--- src/hdl/kvc_pkg.sv ---
// ============================================================================
// kvc_pkg: shared types and codes of the key/value cache store
// Command and status codes, configuration bundle, queue and result items.
// ============================================================================
package kvc_pkg;

    typedef logic [1:0] cmd_t;
    localparam cmd_t CMD_WRITE = 2'd0;
    localparam cmd_t CMD_READ  = 2'd1;
    localparam cmd_t CMD_CLEAR = 2'd2;
    localparam cmd_t CMD_QUERY = 2'd3;

    typedef logic [2:0] status_t;
    localparam status_t ST_OK       = 3'd0;
    localparam status_t ST_LAYER    = 3'd1;
    localparam status_t ST_BATCH    = 3'd2;
    localparam status_t ST_CAPACITY = 3'd3;
    localparam status_t ST_LENGTH   = 3'd4;
    localparam status_t ST_RANGE    = 3'd5;

    // one length entry per value of the 1-bit batch field
    localparam int SLOT_COUNT = 2;

    typedef struct packed {
        logic [1:0] layer_count;
        logic [1:0] batch_capacity;
        logic [2:0] kv_head_count;
        logic [6:0] head_size;
        logic [7:0] sequence_capacity;
    } cfg_t;

    // classified request as it travels from front to back
    typedef struct packed {
        cmd_t        cmd;
        logic        batch;
        logic        batch_ok;
        logic [6:0]  position;
        status_t     pre_status;
        logic        hd_bad;
        logic [31:0] key_word;
        logic [31:0] value_word;
    } queue_item_t;

    typedef struct packed {
        status_t     status;
        logic [31:0] key_out;
        logic [31:0] value_out;
        logic [7:0]  cached_length;
    } result_t;

endpackage

--- src/hdl/kvc_fifo.sv ---
// ============================================================================
// kvc_fifo: small synchronous queue
// Register-based ring with occupancy count; first word shown on rdata.
// ============================================================================
module kvc_fifo
    import kvc_pkg::*;
#(
    parameter int WIDTH = 8,
    parameter int DEPTH = 2
)
(
    input  logic             clk,
    input  logic             rst_n,
    input  logic             push,
    input  logic [WIDTH-1:0] wdata,
    output logic             full,
    input  logic             pop,
    output logic [WIDTH-1:0] rdata,
    output logic             empty
);

    localparam int PW = (DEPTH > 1) ? $clog2(DEPTH) : 1;
    localparam int CW = $clog2(DEPTH + 1);

    logic [WIDTH-1:0] mem [DEPTH];
    logic [PW-1:0]    wr_ptr_reg, wr_ptr_next;
    logic [PW-1:0]    rd_ptr_reg, rd_ptr_next;
    logic [CW-1:0]    count_reg, count_next;
    logic             do_push, do_pop;

    assign full    = (count_reg == CW'(DEPTH));
    assign empty   = (count_reg == '0);
    assign do_push = push && !full;
    assign do_pop  = pop && !empty;
    assign rdata   = mem[rd_ptr_reg];

    always_comb
    begin
        wr_ptr_next = wr_ptr_reg;
        rd_ptr_next = rd_ptr_reg;
        count_next  = count_reg;
        if (do_push)
        begin
            wr_ptr_next = (wr_ptr_reg == PW'(DEPTH - 1)) ? '0 : wr_ptr_reg + 1'b1;
        end
        if (do_pop)
        begin
            rd_ptr_next = (rd_ptr_reg == PW'(DEPTH - 1)) ? '0 : rd_ptr_reg + 1'b1;
        end
        if (do_push && !do_pop)
        begin
            count_next = count_reg + 1'b1;
        end
        else if (do_pop && !do_push)
        begin
            count_next = count_reg - 1'b1;
        end
    end

    always_ff @(posedge clk or negedge rst_n)
    begin
        if (!rst_n)
        begin
            wr_ptr_reg <= '0;
            rd_ptr_reg <= '0;
            count_reg  <= '0;
        end
        else
        begin
            wr_ptr_reg <= wr_ptr_next;
            rd_ptr_reg <= rd_ptr_next;
            count_reg  <= count_next;
        end
    end

    always_ff @(posedge clk)
    begin
        if (do_push)
        begin
            mem[wr_ptr_reg] <= wdata;
        end
    end

endmodule

--- config.mk ---
export PLATFORM = sky130hd
export DESIGN_NAME = kvc_fifo
export DESIGN_NICKNAME = d
export VERILOG_FILES = /design/src/hdl/kvc_pkg.sv /design/src/hdl/kvc_fifo.sv
export SDC_FILE = /design/constraint.sdc
export NUM_CORES = 1
export LEC_CHECK = 0
export ABC_AREA = 1
export BUFFER_PORTS_ARGS = -buffer_cell sky130_fd_sc_hd__buf_2
export CORE_MARGIN = 1.5
export CORE_UTILIZATION = 50
export CTS_BUF_LIST = sky130_fd_sc_hd__clkbuf_4
export CTS_CLUSTER_DIAMETER = 60
export DETAILED_ROUTE_END_ITERATION = 10
export PLACE_DENSITY = 0.8
export SLEW_MARGIN = 20
export SYNTH_ARGS = -nofsm -noshare
export SYNTH_HDL_FRONTEND = slang
export SYNTH_SLANG_ARGS = --single-unit
--- constraint.sdc ---
create_clock -name clk -period 1.5 [get_ports clk]
set_input_delay 0.15 -clock clk [delete_from_list [all_inputs] [get_ports clk]]
set_output_delay 0.15 -clock clk [all_outputs]
set_load 0.05 [all_outputs]
Yosys cells after proc, flatten, opt, wreduce, memory -nomap -nowiden
Memory sizes are Yosys's and may differ from the RTL's.
Cells that the tools add are included.

word-level totals
  memories = 1
  bits of input ports = 12
  register bits = 4
  word-level logic and storage cells = 25
  output and inout port bits = 10
  memory bits (writable) = 16

cells by class
  reduce and logical (&&, ||, !) cells = 10
  add/sub/neg operators = 4
  eq/ne operators = 1
  muxes and demuxes = 6

memory list
  memory  words  bits a word  read ports  clocked after Yosys merged registers in  wr ports  line            source
  mem     2      8            1           0                                        1         kvc_fifo.sv:25  logic [WIDTH-1:0] mem [DEPTH];

operator list
  operator                                          count
  logical AND 1 bit                                 4
  logical NOT 1 bit                                 4
  2-to-1 mux 1 bit                                  4
  2-to-1 mux 2 bit                                  2
  adder 1 bit, second input constant                2
  adder 2 x 1 -> 2 bit, second input constant       1
  == test 2 bit, second input constant              1
  logical NOT 2 bit                                 1
  nonzero test 2 bit                                1
  subtractor 2 x 1 -> 2 bit, second input constant  1

Logic depth before layout (Yosys ltp)
  word-level depth = 7
  depth in mapped cells = 9
  depth with buffers taken out = 9

Least setup slack after synthesis
Ideal clock, no wire load.

  kind = reg-to-reg
  start point = register count_reg[0]
  end point = register count_reg[1]
  data required time = 1383 ps
  arrival = 1521 ps
  period minus slack after synthesis = 1638 ps
  setup time = 117 ps
  setup slack = -138 ps
  cell stages (with the launch flop) = 8
  buffers on the path = 0
  cell sequence = dfrtp_1 > nor2_2 > nor2_2 > ha_1 > inv_1 > nand3_1 > nand2_1 > nand2_1

between the ends
  cells in the longest elaborated chain, start to end = 6
  elaborated cells on any way between the ends = 15
  classes of those cells = add/sub: 2; eq/ne: 1; mux: 2; reduce/logical: 10

ends and longest elaborated chain
  element                       line            source
  from (decl)                   kvc_fifo.sv:28  logic [CW-1:0] count_reg, count_next;
  from (signal assigned)        kvc_fifo.sv:72  count_reg <= count_next;
  == test 2 bit *               kvc_fifo.sv:31  assign full = (count_reg == CW'(DEPTH));
  named net full                kvc_fifo.sv:16  output logic full,
  logical NOT 1 bit *           kvc_fifo.sv:33  assign do_push = push && !full;
  logical AND 1 bit *           kvc_fifo.sv:33
  logical NOT 1 bit             kvc_fifo.sv:54  else if (do_pop && !do_push)
  logical AND 1 bit             kvc_fifo.sv:54
  nonzero test 2 bit (no line)  --

Mark *: on every way through the listed nets, which the timed path passes. The rest lies on a longest branch. The select of a mux whose other input is x is not followed.
A chain may end at the register's enable or synchronous reset.

Worst setup path after layout
  start point = register rd_ptr_reg
  end point = output rdata[5]

between the ends
  cells in the longest elaborated chain, start to end = 1

ends and longest elaborated chain
  element                  line            source
  from (decl)              kvc_fifo.sv:27  logic [PW-1:0] rd_ptr_reg, rd_ptr_next;
  from (signal assigned)   kvc_fifo.sv:71  rd_ptr_reg <= rd_ptr_next;
  memory read (2 x 8 bit)  --
  to (decl)                kvc_fifo.sv:18  output logic [WIDTH-1:0] rdata,

Every way passes these cells.

==> impl_metrics.csv <==
group,metric,value,unit
run_status,status,"finished, final reports clean",
synth,ys_ff_latch,20,
worst_setup_path,path_max_fanout,10,
global_route,grt_pass1_vias,522,
flow_run,drv_cap,0,
synth,synth_area,810,um2
place,placed_cells,110,
clock_network,cts.path.max_buffers,2,
cells_and_area,largest_reg_flops,16,
sta,hold_viol,0,
sta,clock_skew,0.00263,ns
clock_network,clk_pin_slew,0.11,ns
synth,synth_cell_type_count,14,
cells_and_area,num-nets-final,113,
worst_setup_path,crit_required,1.35,ns
synth,synth.most_common_cell,"nand2_1",
hold_path,worstHoldPathType,"primary input to register",
synth,synthTopCellsByCount,"33 x nand2_1, 16 x edfxtp_1, 7 x inv_1",
synth,yosysWarnings,0,
detailed_routing,drc,0,
worst_setup_path,crit_arrival,1.27,ns
detailed_routing,ant_nets,0,
worst_setup_path,r2r_slack,0.14,ns
power_and_ir_drop,irDropWorstVdd,1.11,mV
power_and_ir_drop,power_density,2290,nW/um2
synth,post-synth-top-area-fraction,59.4,%
synth,synth_edf_count,16,
sta,rsz0062_at_grt,"no",
clock_network,cts_root_buf,"clkbuf_4",
synth,ys_seq_area_share,71.7,%
clock_network,h-tree-depth,1,
global_route,grt_usage,15.6,%
sta,worst_pin_slew,0.313,ns
sta,fin_setup_tns,0,ns
floorplan,start_util,53.7,%
global_route,grt_pass1_wl,2080,um
sta,max-slew-margin-rel,79.1,%
worst_setup_path,critPathKind,"register to output port",
sta,fmax,0.704,GHz
floorplan,ios,22,
detailed_routing,via_per_inst,4.83,
synth,synthArstFlopShare,20.0,%
detailed_routing,routedWlPerCell,11.5,um
cells_and_area,drive_above_1_share,29.3,%
sta,setup_viol,0,
synth,syn_nets,86,
detailed_routing,via_count,556,
global_route,grt.overflow.total,0,
clock_network,post_cts_buffers,0,
cells_and_area,area_delta_synth_final,23.5,%
synth,synth_top_cell_by_area,"edfxtp_1",
cells_and_area,instances_no_fill,115,
worst_setup_path,worst_setup_path_start_kind,"register",
sta,drv_slew,0,
sta,period_minus_slack,1.42,ns
synth,synth_area_leaders,"edfxtp_1 59%, nand2_1 15%, dfrtp_1 12%",
floorplan,die_y,43.2,um
detailed_routing,wirelength,1330,um
worst_setup_path,endpoint_kind,"output port",
clock_network,cts_sinks,20,
floorplan,die_area,1870,um2
detailed_routing,drtIter0Drc,21,
clock_network,cts_tree,"built",
place,io_buffers,21,
clock_network,cts_made_buffers,3,
sta,period_share,94.7,%
floorplan,die_x,43.2,um
global_route,grt_start_max_net_pins,12,
clock_network,worstSkewPairLatency,0.29,ns
synth,ys.flop_type,"edfxtp_1",
floorplan,rows,14,
synth,postSynthAreaPerCell,11.1,um2
cells_and_area,antennaDiodeCount,0,
detailed_routing,first_pass_iters,4,
global_route,antenna_found_initial,0,
synth,synth_cells,73,
floorplan,core,1510,um2
place,place_congestion,0.857,
power_and_ir_drop,power_leakage,0.474,nW
## routing by layer
layer  global-route usage, %  vias to the layer above  wire length (um)
li1                        -                      287                 -
met2                    26.6                       10               683
met3                    1.28                        2                36
met4                    9.09                        0                 9
met1                    19.1                      257               596
met5                       0                        -                 0
## through the flow
| stage | cell area, um2 | power [mW] | setup slack, ns | utilization, % | hold slack [ns] |
|---|---|---|---|---|---|
| 2_1_floorplan | 815 | 1.75 | 0.0150 | - | -0.146 |
| 3_3_place_gp | 942 | 1.96 | 0.0959 | 62.5 | -0.0377 |
| 3_5_place_dp | 942 | 2.00 | 0.113 | 62.5 | -0.0370 |
| 4_1_cts | 990 | 2.29 | 0.00770 | 65.7 | 0.0342 |
| 5_1_grt | 1000 | 2.43 | 0.0101 | 66.4 | 0.0303 |
| 6_report | 1000 | 2.29 | 0.0794 | 66.4 | 0.0403 |
## final cells by class
cell class              instances  area (um2)
inverters                       8        32.5
repair buffers                 23         140
clock inverters                 1        3.75
flip-flops and latches         20         582
fillers                       123         507
well taps                      16        20.0
clock buffers                   3        22.5
multi-input cells              44         199
## power by group
group | leakage, nW | total, mW | switching [mW] | internal [mW]
combinational | 0.263 | 1.15 | 0.834 | 0.321
sequential | 0.196 | 0.892 | 0.118 | 0.773
clock | 0.0154 | 0.248 | 0.151 | 0.0966
total | 0.474 | 2.29 | 1.10 | 1.19
## cell families (layout without fill, tap and decap cells)
| kind of cell | Yosys count | count (layout) | synth area share, % |
|---|---|---|---|
| and+or+nand+nor | 40 | 40 | 20.1 |
| DFF | 20 | 20 | 71.7 |
| buffers and inverters | 9 | 35 | 4.33 |
| AOI/OAI and AO/OA | 2 | 2 | 1.24 |
| adders and majority gates | 1 | 1 | 1.55 |
| xor gates and xnor gates | 1 | 1 | 1.08 |
## worst max-delay path, cell delays in order (launching register included)
cell	delay, ns
dfrtp_2	0.50
inv_4	0.13
nand2_1	0.06
nand2_1	0.05
buf_2	0.25
## final timing paths
path / startpoint / to / depth (start not counted)
max in group asynchronous: rst_n / rd_ptr_reg / 2
min in group asynchronous: rst_n / count_reg[0] / 2
worst min register to register: wr_ptr_reg / wr_ptr_reg / 2
worst max register to register: count_reg[1] / mem[0][1] / 5
worst min-delay path: wdata[7] / mem[1][7] / 1
worst max-delay path: rd_ptr_reg / rdata[5] / 4
## layout by cell type, fill, tap and decap left out
master         count
nand4_1            1
nand3b_1           1
nand3_1            1
ha_1               1
edfxtp_1          16
buf_4              5
clkinv_1           1
buf_2             14
xnor2_1            1
nor2_1             2
o21ai_1            1
nor2_2             1
dfrtp_1            3
o21ai_0            1
dfrtp_2            1
dlygate4sd3_1      1
nor2_4             1
nand2_1           33
inv_4              1
inv_1              7
clkbuf_4           6
## timing repair
action                                 CTS  global route
setup endpoints to repair                8             7
endpoints found under the hold margin    4             0
resized for setup                        5             5
hold buffers                             1             0
Note: power is estimated with default switching activity, not from simulation.
