[src/hdl/kvc_pkg.sv]
// ============================================================================
// kvc_pkg: shared types and codes of the key/value cache store
// Command and status codes, configuration bundle, queue and result items.
// ============================================================================
package kvc_pkg;

    typedef logic [1:0] cmd_t;
    localparam cmd_t CMD_WRITE = 2'd0;
    localparam cmd_t CMD_READ  = 2'd1;
    localparam cmd_t CMD_CLEAR = 2'd2;
    localparam cmd_t CMD_QUERY = 2'd3;

    typedef logic [2:0] status_t;
    localparam status_t ST_OK       = 3'd0;
    localparam status_t ST_LAYER    = 3'd1;
    localparam status_t ST_BATCH    = 3'd2;
    localparam status_t ST_CAPACITY = 3'd3;
    localparam status_t ST_LENGTH   = 3'd4;
    localparam status_t ST_RANGE    = 3'd5;

    // one length entry per value of the 1-bit batch field
    localparam int SLOT_COUNT = 2;

    typedef struct packed {
        logic [1:0] layer_count;
        logic [1:0] batch_capacity;
        logic [2:0] kv_head_count;
        logic [6:0] head_size;
        logic [7:0] sequence_capacity;
    } cfg_t;

    // classified request as it travels from front to back
    typedef struct packed {
        cmd_t        cmd;
        logic        batch;
        logic        batch_ok;
        logic [6:0]  position;
        status_t     pre_status;
        logic        hd_bad;
        logic [31:0] key_word;
        logic [31:0] value_word;
    } queue_item_t;

    typedef struct packed {
        status_t     status;
        logic [31:0] key_out;
        logic [31:0] value_out;
        logic [7:0]  cached_length;
    } result_t;

endpackage

[src/hdl/kvc_front.sv]
// ============================================================================
// kvc_front: request intake, classification and address pipeline
// Range checks at intake, then one stride multiply per stage.
// ============================================================================
module kvc_front
    import kvc_pkg::*;
#(
    parameter int MAX_LAYERS    = 2,
    parameter int MAX_BATCH     = 2,
    parameter int MAX_KV_HEADS  = 4,
    parameter int MAX_HEAD_SIZE = 64,
    parameter int MAX_SEQUENCE  = 128,
    parameter int AW            = 17
)
(
    input  logic              clk,
    input  logic              rst_n,
    input  cfg_t              cfg,
    input  logic              push,
    output logic              full,
    input  cmd_t              cmd,
    input  logic              layer,
    input  logic              batch,
    input  logic [1:0]        head,
    input  logic [6:0]        position,
    input  logic [5:0]        dim,
    input  logic [31:0]       key_word,
    input  logic [31:0]       value_word,
    output logic              q_push,
    input  logic              q_full,
    output queue_item_t       q_item,
    output logic [AW-1:0]     q_addr
);

    localparam longint unsigned P1 = longint'(MAX_LAYERS) * longint'(MAX_BATCH);
    localparam longint unsigned P2 = P1 * longint'(MAX_KV_HEADS);
    localparam longint unsigned P3 = P2 * longint'(MAX_SEQUENCE);
    localparam int W1 = (P1 > 1) ? $clog2(P1) : 1;
    localparam int W2 = (P2 > 1) ? $clog2(P2) : 1;
    localparam int W3 = (P3 > 1) ? $clog2(P3) : 1;

    logic           v1_reg, v2_reg, v3_reg, v4_reg;
    queue_item_t    item1_reg, item2_reg, item3_reg, item4_reg;
    logic [1:0]     head1_reg;
    logic [5:0]     dim1_reg, dim2_reg, dim3_reg;
    logic [W1-1:0]  a1_reg;
    logic [W2-1:0]  a2_reg;
    logic [W3-1:0]  a3_reg;
    logic [AW-1:0]  a4_reg;

    logic           advance, accept;
    logic           layer_ok, batch_ok;
    queue_item_t    item_in;

    // whole pipe moves together; it only holds when the last stage is blocked
    assign advance = !v4_reg || !q_full;
    assign full    = !advance;
    assign accept  = push && advance;
    assign q_push  = v4_reg && !q_full;
    assign q_item  = item4_reg;
    assign q_addr  = a4_reg;

    assign layer_ok = ({1'b0, layer} < cfg.layer_count);
    assign batch_ok = ({1'b0, batch} < cfg.batch_capacity);

    always_comb
    begin
        item_in.cmd        = cmd;
        item_in.batch      = batch;
        item_in.batch_ok   = batch_ok;
        item_in.position   = position;
        item_in.key_word   = key_word;
        item_in.value_word = value_word;
        item_in.hd_bad     = ({1'b0, head} >= cfg.kv_head_count) ||
                             ({1'b0, dim} >= cfg.head_size);
        item_in.pre_status = ST_OK;
        case (cmd)
            CMD_WRITE, CMD_READ:
            begin
                if (!layer_ok)
                begin
                    item_in.pre_status = ST_LAYER;
                end
                else if (!batch_ok)
                begin
                    item_in.pre_status = ST_BATCH;
                end
                else if (cmd == CMD_WRITE && {1'b0, position} >= cfg.sequence_capacity)
                begin
                    item_in.pre_status = ST_CAPACITY;
                end
            end
            default:
            begin
                if (!batch_ok)
                begin
                    item_in.pre_status = ST_BATCH;
                end
            end
        endcase
    end

    always_ff @(posedge clk or negedge rst_n)
    begin
        if (!rst_n)
        begin
            v1_reg <= 1'b0;
            v2_reg <= 1'b0;
            v3_reg <= 1'b0;
            v4_reg <= 1'b0;
        end
        else if (advance)
        begin
            v1_reg <= accept;
            v2_reg <= v1_reg;
            v3_reg <= v2_reg;
            v4_reg <= v3_reg;
        end
    end

    // flat offset; modular width is exact since the true offset fits
    always_ff @(posedge clk)
    begin
        if (advance)
        begin
            item1_reg <= item_in;
            head1_reg <= head;
            dim1_reg  <= dim;
            a1_reg    <= W1'(layer) * W1'(cfg.batch_capacity) + W1'(batch);

            item2_reg <= item1_reg;
            dim2_reg  <= dim1_reg;
            a2_reg    <= W2'(a1_reg) * W2'(cfg.kv_head_count) + W2'(head1_reg);

            item3_reg <= item2_reg;
            dim3_reg  <= dim2_reg;
            a3_reg    <= W3'(a2_reg) * W3'(cfg.sequence_capacity) + W3'(item2_reg.position);

            item4_reg <= item3_reg;
            a4_reg    <= AW'(a3_reg) * AW'(cfg.head_size) + AW'(dim3_reg);
        end
    end

endmodule

[config.mk]
export PLATFORM = sky130hd
export DESIGN_NAME = kvc_front
export DESIGN_NICKNAME = d
export VERILOG_FILES = /design/src/hdl/kvc_pkg.sv /design/src/hdl/kvc_front.sv
export SDC_FILE = /design/constraint.sdc
export NUM_CORES = 1
export LEC_CHECK = 0
export BUFFER_PORTS_ARGS = -buffer_cell sky130_fd_sc_hd__buf_2
export CAP_MARGIN = 20
export CORE_MARGIN = 3
export CORE_UTILIZATION = 55
export CTS_BUF_LIST = sky130_fd_sc_hd__clkbuf_2
export CTS_CLUSTER_SIZE = 10
export DETAILED_ROUTE_END_ITERATION = 12
export GPL_TIMING_DRIVEN = 0
export PLACE_DENSITY = 0.85
export SETUP_SLACK_MARGIN = 0.15
export SLEW_MARGIN = 30
export SYNTH_ARGS = -nofsm -noshare
export SYNTH_HDL_FRONTEND = slang
export SYNTH_SLANG_ARGS = --single-unit
[constraint.sdc]
create_clock -name clk -period 11.3 [get_ports clk]
set_clock_uncertainty 0.05 [all_clocks]
set_input_delay 1.13 -clock clk [delete_from_list [all_inputs] [get_ports clk]]
set_output_delay 1.13 -clock clk [all_outputs]
set_load 0.01 [all_outputs]
# Yosys cells after proc, flatten, opt, wreduce, memory -nomap -nowiden

Cells that the tools add are included.

Bits in registers: 374
Bits of input ports: 109

Reduce and logical (&&, ||, !) cells: 10
Multiply operators: 4
Magnitude comparators: 5
$add $sub $neg: 4
Mux-type cells: 5
Eq/ne operators: 1

Operators with widths:

| operator                                                        | count |
|---|---|
| 17-bit by 6-bit adder with 17-bit output                        | 1 |
| 11-bit by 7-bit multiplier with 17-bit output                   | 1 |
| 11-bit by 7-bit adder with 11-bit output                        | 1 |
| 4-bit by 8-bit multiplier with 11-bit output                    | 1 |
| 7-bit by 8-bit >= comparator with 1-bit output                  | 1 |
| 2-bit 2-to-1 mux                                                | 4 |
| 6-bit by 7-bit >= comparator with 1-bit output                  | 1 |
| 4-bit by 2-bit adder with 4-bit output                          | 1 |
| 1-bit by 2-bit < comparator with 1-bit output                   | 2 |
| 2-bit by 3-bit multiplier with 4-bit output                     | 1 |
| 2-bit by 3-bit >= comparator with 1-bit output                  | 1 |
| 1-bit logical AND                                               | 3 |
| 1-bit logical NOT                                               | 3 |
| 3-bit 2-to-1 mux                                                | 1 |
| 2-bit by 1-bit adder with 2-bit output                          | 1 |
| 2-bit by 1-bit == test with 1-bit output, second input constant | 1 |
| 2-bit logical NOT                                               | 1 |
| 1-bit logical OR                                                | 2 |
| 1-bit by 2-bit multiplier with 2-bit output                     | 1 |
| 2-bit OR reduction                                              | 1 |

# Longest topological paths before layout

Word-level depth: 6
Mapped depth: 17
Gate-level depth less buffers: 16

# Worst setup path after synthesis

OpenSTA, ideal clock, no wires.

Kind: input to output
Start point: in q_full
End point: out full
Cell stages on the path: 2
Path slack: 389 ps
Buffers on the path: 0
Data arrival time: 9,731 ps
Cells stage by stage: nand2_1 > inv_1

Word-level cells in the longest chain between the ends: 3

RTL lines:

| item              | RTL line        | RTL |
|---|---|---|
| start, declared   | kvc_front.sv:30 | `input logic q_full,` |
| 1-bit logical NOT | kvc_front.sv:56 | `assign advance = !v4_reg \|\| !q_full;` |
| 1-bit logical OR  | kvc_front.sv:56 |  |
| 1-bit logical NOT | kvc_front.sv:57 | `assign full = !advance;` |
| end, declared     | kvc_front.sv:20 | `output logic full,` |

No other way between the ends.

# Worst setup path in the final report

Start point: in cfg[14] (netlist name)
End point: reg a4_reg[14], in the netlist q_addr[14] (data pin)

Word-level cells in the longest chain between the ends: 2

RTL lines:

| item                                          | RTL line         | RTL |
|---|---|---|
| start, declared                               | kvc_front.sv:18  | `input cfg_t cfg,` |
| 11-bit by 7-bit multiplier with 17-bit output | kvc_front.sv:140 | `a4_reg <= AW'(a3_reg) * AW'(cfg.head_size) + AW'(dim3_reg);` |
| 17-bit by 6-bit adder with 17-bit output      | kvc_front.sv:140 |  |
| end signal, assigned                          | kvc_front.sv:140 |  |
| end, declared                                 | kvc_front.sv:49  | `logic [AW-1:0] a4_reg;` |

No other way between the ends.
A chain may end at the register's enable or synchronous reset.

==> key figures <==
Run status
  – Status: complete, no violations

Clocking
  – CTS sink count: 370
  – Clk slew on worst S/H paths: approximately 0.1 ns
  – Post-CTS resize count: 0
  – Cts bufs inserted: 91
  – Clock tree from TritonCTS: built
  – CTS Buffer Depth: 3
  – Post-CTS Setup Repair Bufs: 0
  – CTS Hold Bufs: 1
  – H-Tree Depth: 3
  – CTS root buf: clkbuf_2
  – Clk_lat worst skew: 0.87 ns

Run
  – Max Cap Viol: 0

Setup path
  – Worst-path cell chain: buf_2 > clkbuf_1 > nand2_1 > fa_1 > fa_1 > inv_1 > fa_1 > inv_1 > fa_1 > inv_1 > ha_1 > o211a_1 > o31a_1 > o41a_1 > a31oi_2 > nand2_1 > xnor2_1
  – Crit-path slowest cell: fa_1
  – Critical Path Max Stage Delay: 0.54 ns
  – Stages on the worst setup path: 17
  – CP Launch Type: input pin
  – Critical Path RT: 11.90 ns
  – CP Data Arrival Time: 5.65 ns
  – Crit path buf inv count: 5
  – WS Path Type: input pin to register
  – CP max FO: 10
  – R2R depth: 14
  – Worst Setup End Kind: register
  – Crit-path leading delay family: adder cells
  – Most used cell along the critical path: fa_1

Global routing
  – Overall Global Routing Usage: 0.1757
  – Largest net degree at the start of global routing: 56
  – Vias in the first global route: 8649
  – Met1 usage: 0.2169
  – GR Util met2: 0.2858
  – Gr ovfl total: 0
  – Wire length of the first global-routing pass: about 42000 um
  – Layer with the highest usage: met2
  – Antenna violations before repair: 5
  – Met3 Use GR: 0.05636

Finish
  – Final Instance Area: between 0.015 and 0.02 mm^2
  – Ratio of cells with drive above 1 in the final layout: 0.2867
  – Synthesis-to-finish area growth: 16.36%
  – Commonest non-fill, non-tap cell in the layout: edfxtp_1
  – Post-layout net count: 1474
  – Most frequent cells in the layout: edfxtp_1, buf_2, clkbuf_2

Worst hold path
  – Worst hold stages: 0
  – Worst hold path class: register to register

Yosys
  – Synth area leaders: edfxtp_1, fa_1, ha_1
  – Post-synth top area cell: edfxtp_1
  – Syn_nets: between 1000 and 1500
  – Yosys warning total: 0
  – Synth async-reset ratio: 0.01081
  – Mean Syn Cell Area: 17.06 um^2
  – Unique masters post-synth: 47
  – Register area share after synthesis: 0.7146
  – Cells after synthesis: 910
  – #FFs+latches synth: 370
  – Most common flop cell mapped by yosys: edfxtp_1
  – Share of the synthesized area in the top cell type: 0.7081
  – Post-synth EDFFs: about 370
  – Netlist Area Pre-Place: ~0.016 mm^2

Placed design
  – Placer Congestion: 0.8362
  – HPWL Detailed: 18860 um
  – PortBufs: about 200
  – DP Area: ~0.017 mm^2

Detailed routing
  – DR vias/cell: 4.894
  – First-pass DRT Iterations: 5
  – Per-cell routed wire length: roughly 16 um
  – Vias: around 8100
  – Post-route DRC: 0
  – DR iter-0 viols: 471
  – Final wirelength: 25950 um
  – Routed Antenna Nets: 0

Timing
  – Setup violators final: 0
  – Period utilization: 0.4472
  – Slew Limit Fails: 0
  – Final Hold Vio Count: 0
  – Fmax: between 150 and 200 MHz
  – RSZ-0062 raised after global routing: no
  – Minimum clock period: around 5.1 ns

Die
  – Die Y: between 150 and 200 um
  – Initial Util: 0.5680
  – Rows: 60
  – Die Wd: 174.0 um
  – Num ports: between 200 and 250
  – Core area: approximately 0.027 mm^2
  – Total die area: approximately 0.030 mm^2
[kinds of logic (layout without fill, tap and decap cells)]
| logic type | after synthesis | in the layout | synth area share |
|---|---|---|---|
| adder cells (fa/ha/maj) | 148 | 148 | 0.1522 |
| AND/OR/NAND/NOR | 161 | 161 | 0.05417 |
| XOR/XNOR | 28 | 28 | 0.01580 |
| other | 1 | 4 | 0.0002416 |
| AO/OA/AOI/OAI | 63 | 63 | 0.02773 |
| flip-flops | 370 | 370 | 0.7146 |
| buffers and inverters | 136 | 506 | 0.03313 |
| multiplexers | 3 | 3 | 0.002176 |
[cell type report]
type / instances / area [um^2]
inverter: 128 / 480.5
clock buffer: 132 / 660.6
sequential: 370 / 11090
buffer: 8 / 33.78
tap: 372 / 465.4
antenna: 3 / 7.507
clock inverter: 24 / 163.9
fill: 1937 / 9266
multi-input combinational: 404 / 3924
timing repair buffer: 214 / 1234
[worst paths after layout]
kind	end	start	slack, ns
worst max-delay path	q_addr[14]$_DFFE_PN_	cfg[14]	6.25
worst min-delay path	item2_reg[7]$_DFFE_PN_	item1_reg[7]$_DFFE_PN_	0.32
worst max register to register	q_addr[14]$_DFFE_PN_	a3_reg[1]$_DFFE_PN_	6.53
worst min register to register	item2_reg[7]$_DFFE_PN_	item1_reg[7]$_DFFE_PN_	0.32
max in group asynchronous	v3_reg$_DFFE_PN0N_	rst_n	10.54
min in group asynchronous	v1_reg$_DFFE_PN0N_	rst_n	0.53
[routing by layer]
layer	up-vias	wire length, um	part of all wire
li1	3861	-	-
met2	286	12790	0.49
met5	-	33	0.0013
met1	3878	10260	0.40
met3	70	1995	0.077
met4	4	874	0.034
[metrics by stage]
| step | util | setup TNS, ns | setup slack (ns) | std cells | hold slack [ns] |
|---|---|---|---|---|---|
| 3_5_place_dp | 0.6301 | 0 | 5.322 | 1495 | 0.3545 |
| 4_1_cts | 0.6606 | 0 | 6.338 | 1652 | 0.2312 |
| 5_1_grt | 0.6609 | 0 | 6.156 | 1655 | 0.2103 |
| 2_1_floorplan | - | 0 | 0.3894 | 910 | 0.3503 |
| 3_3_place_gp | 0.6226 | -516.15 | -1.669 | 1487 | 0.3504 |
| 6_report | 0.6609 | 0 | 6.247 | 1655 | 0.3237 |
[synth_stat cells, types with 2 or more instances]
cell type / n
o21ai_0: 4
clkbuf_1: 7
a21oi_1: 14
xor2_1: 5
dfrtp_1: 4
ha_1: 80
o21ai_1: 6
and3_1: 4
o21a_1: 3
a22oi_1: 2
nand2_1: 53
edfxtp_1: 366
nor2b_1: 3
nand2b_1: 5
a211oi_1: 4
o211ai_1: 3
and2_1: 73
xnor2_1: 23
o21bai_1: 2
a21o_1: 12
mux2_2: 3
inv_1: 127
nor2_1: 15
nor3_1: 2
fa_1: 68
Power is left out: the tool's default activity adds up to more than one toggle a clock period on the data nets, which glitch-free logic cannot reach.
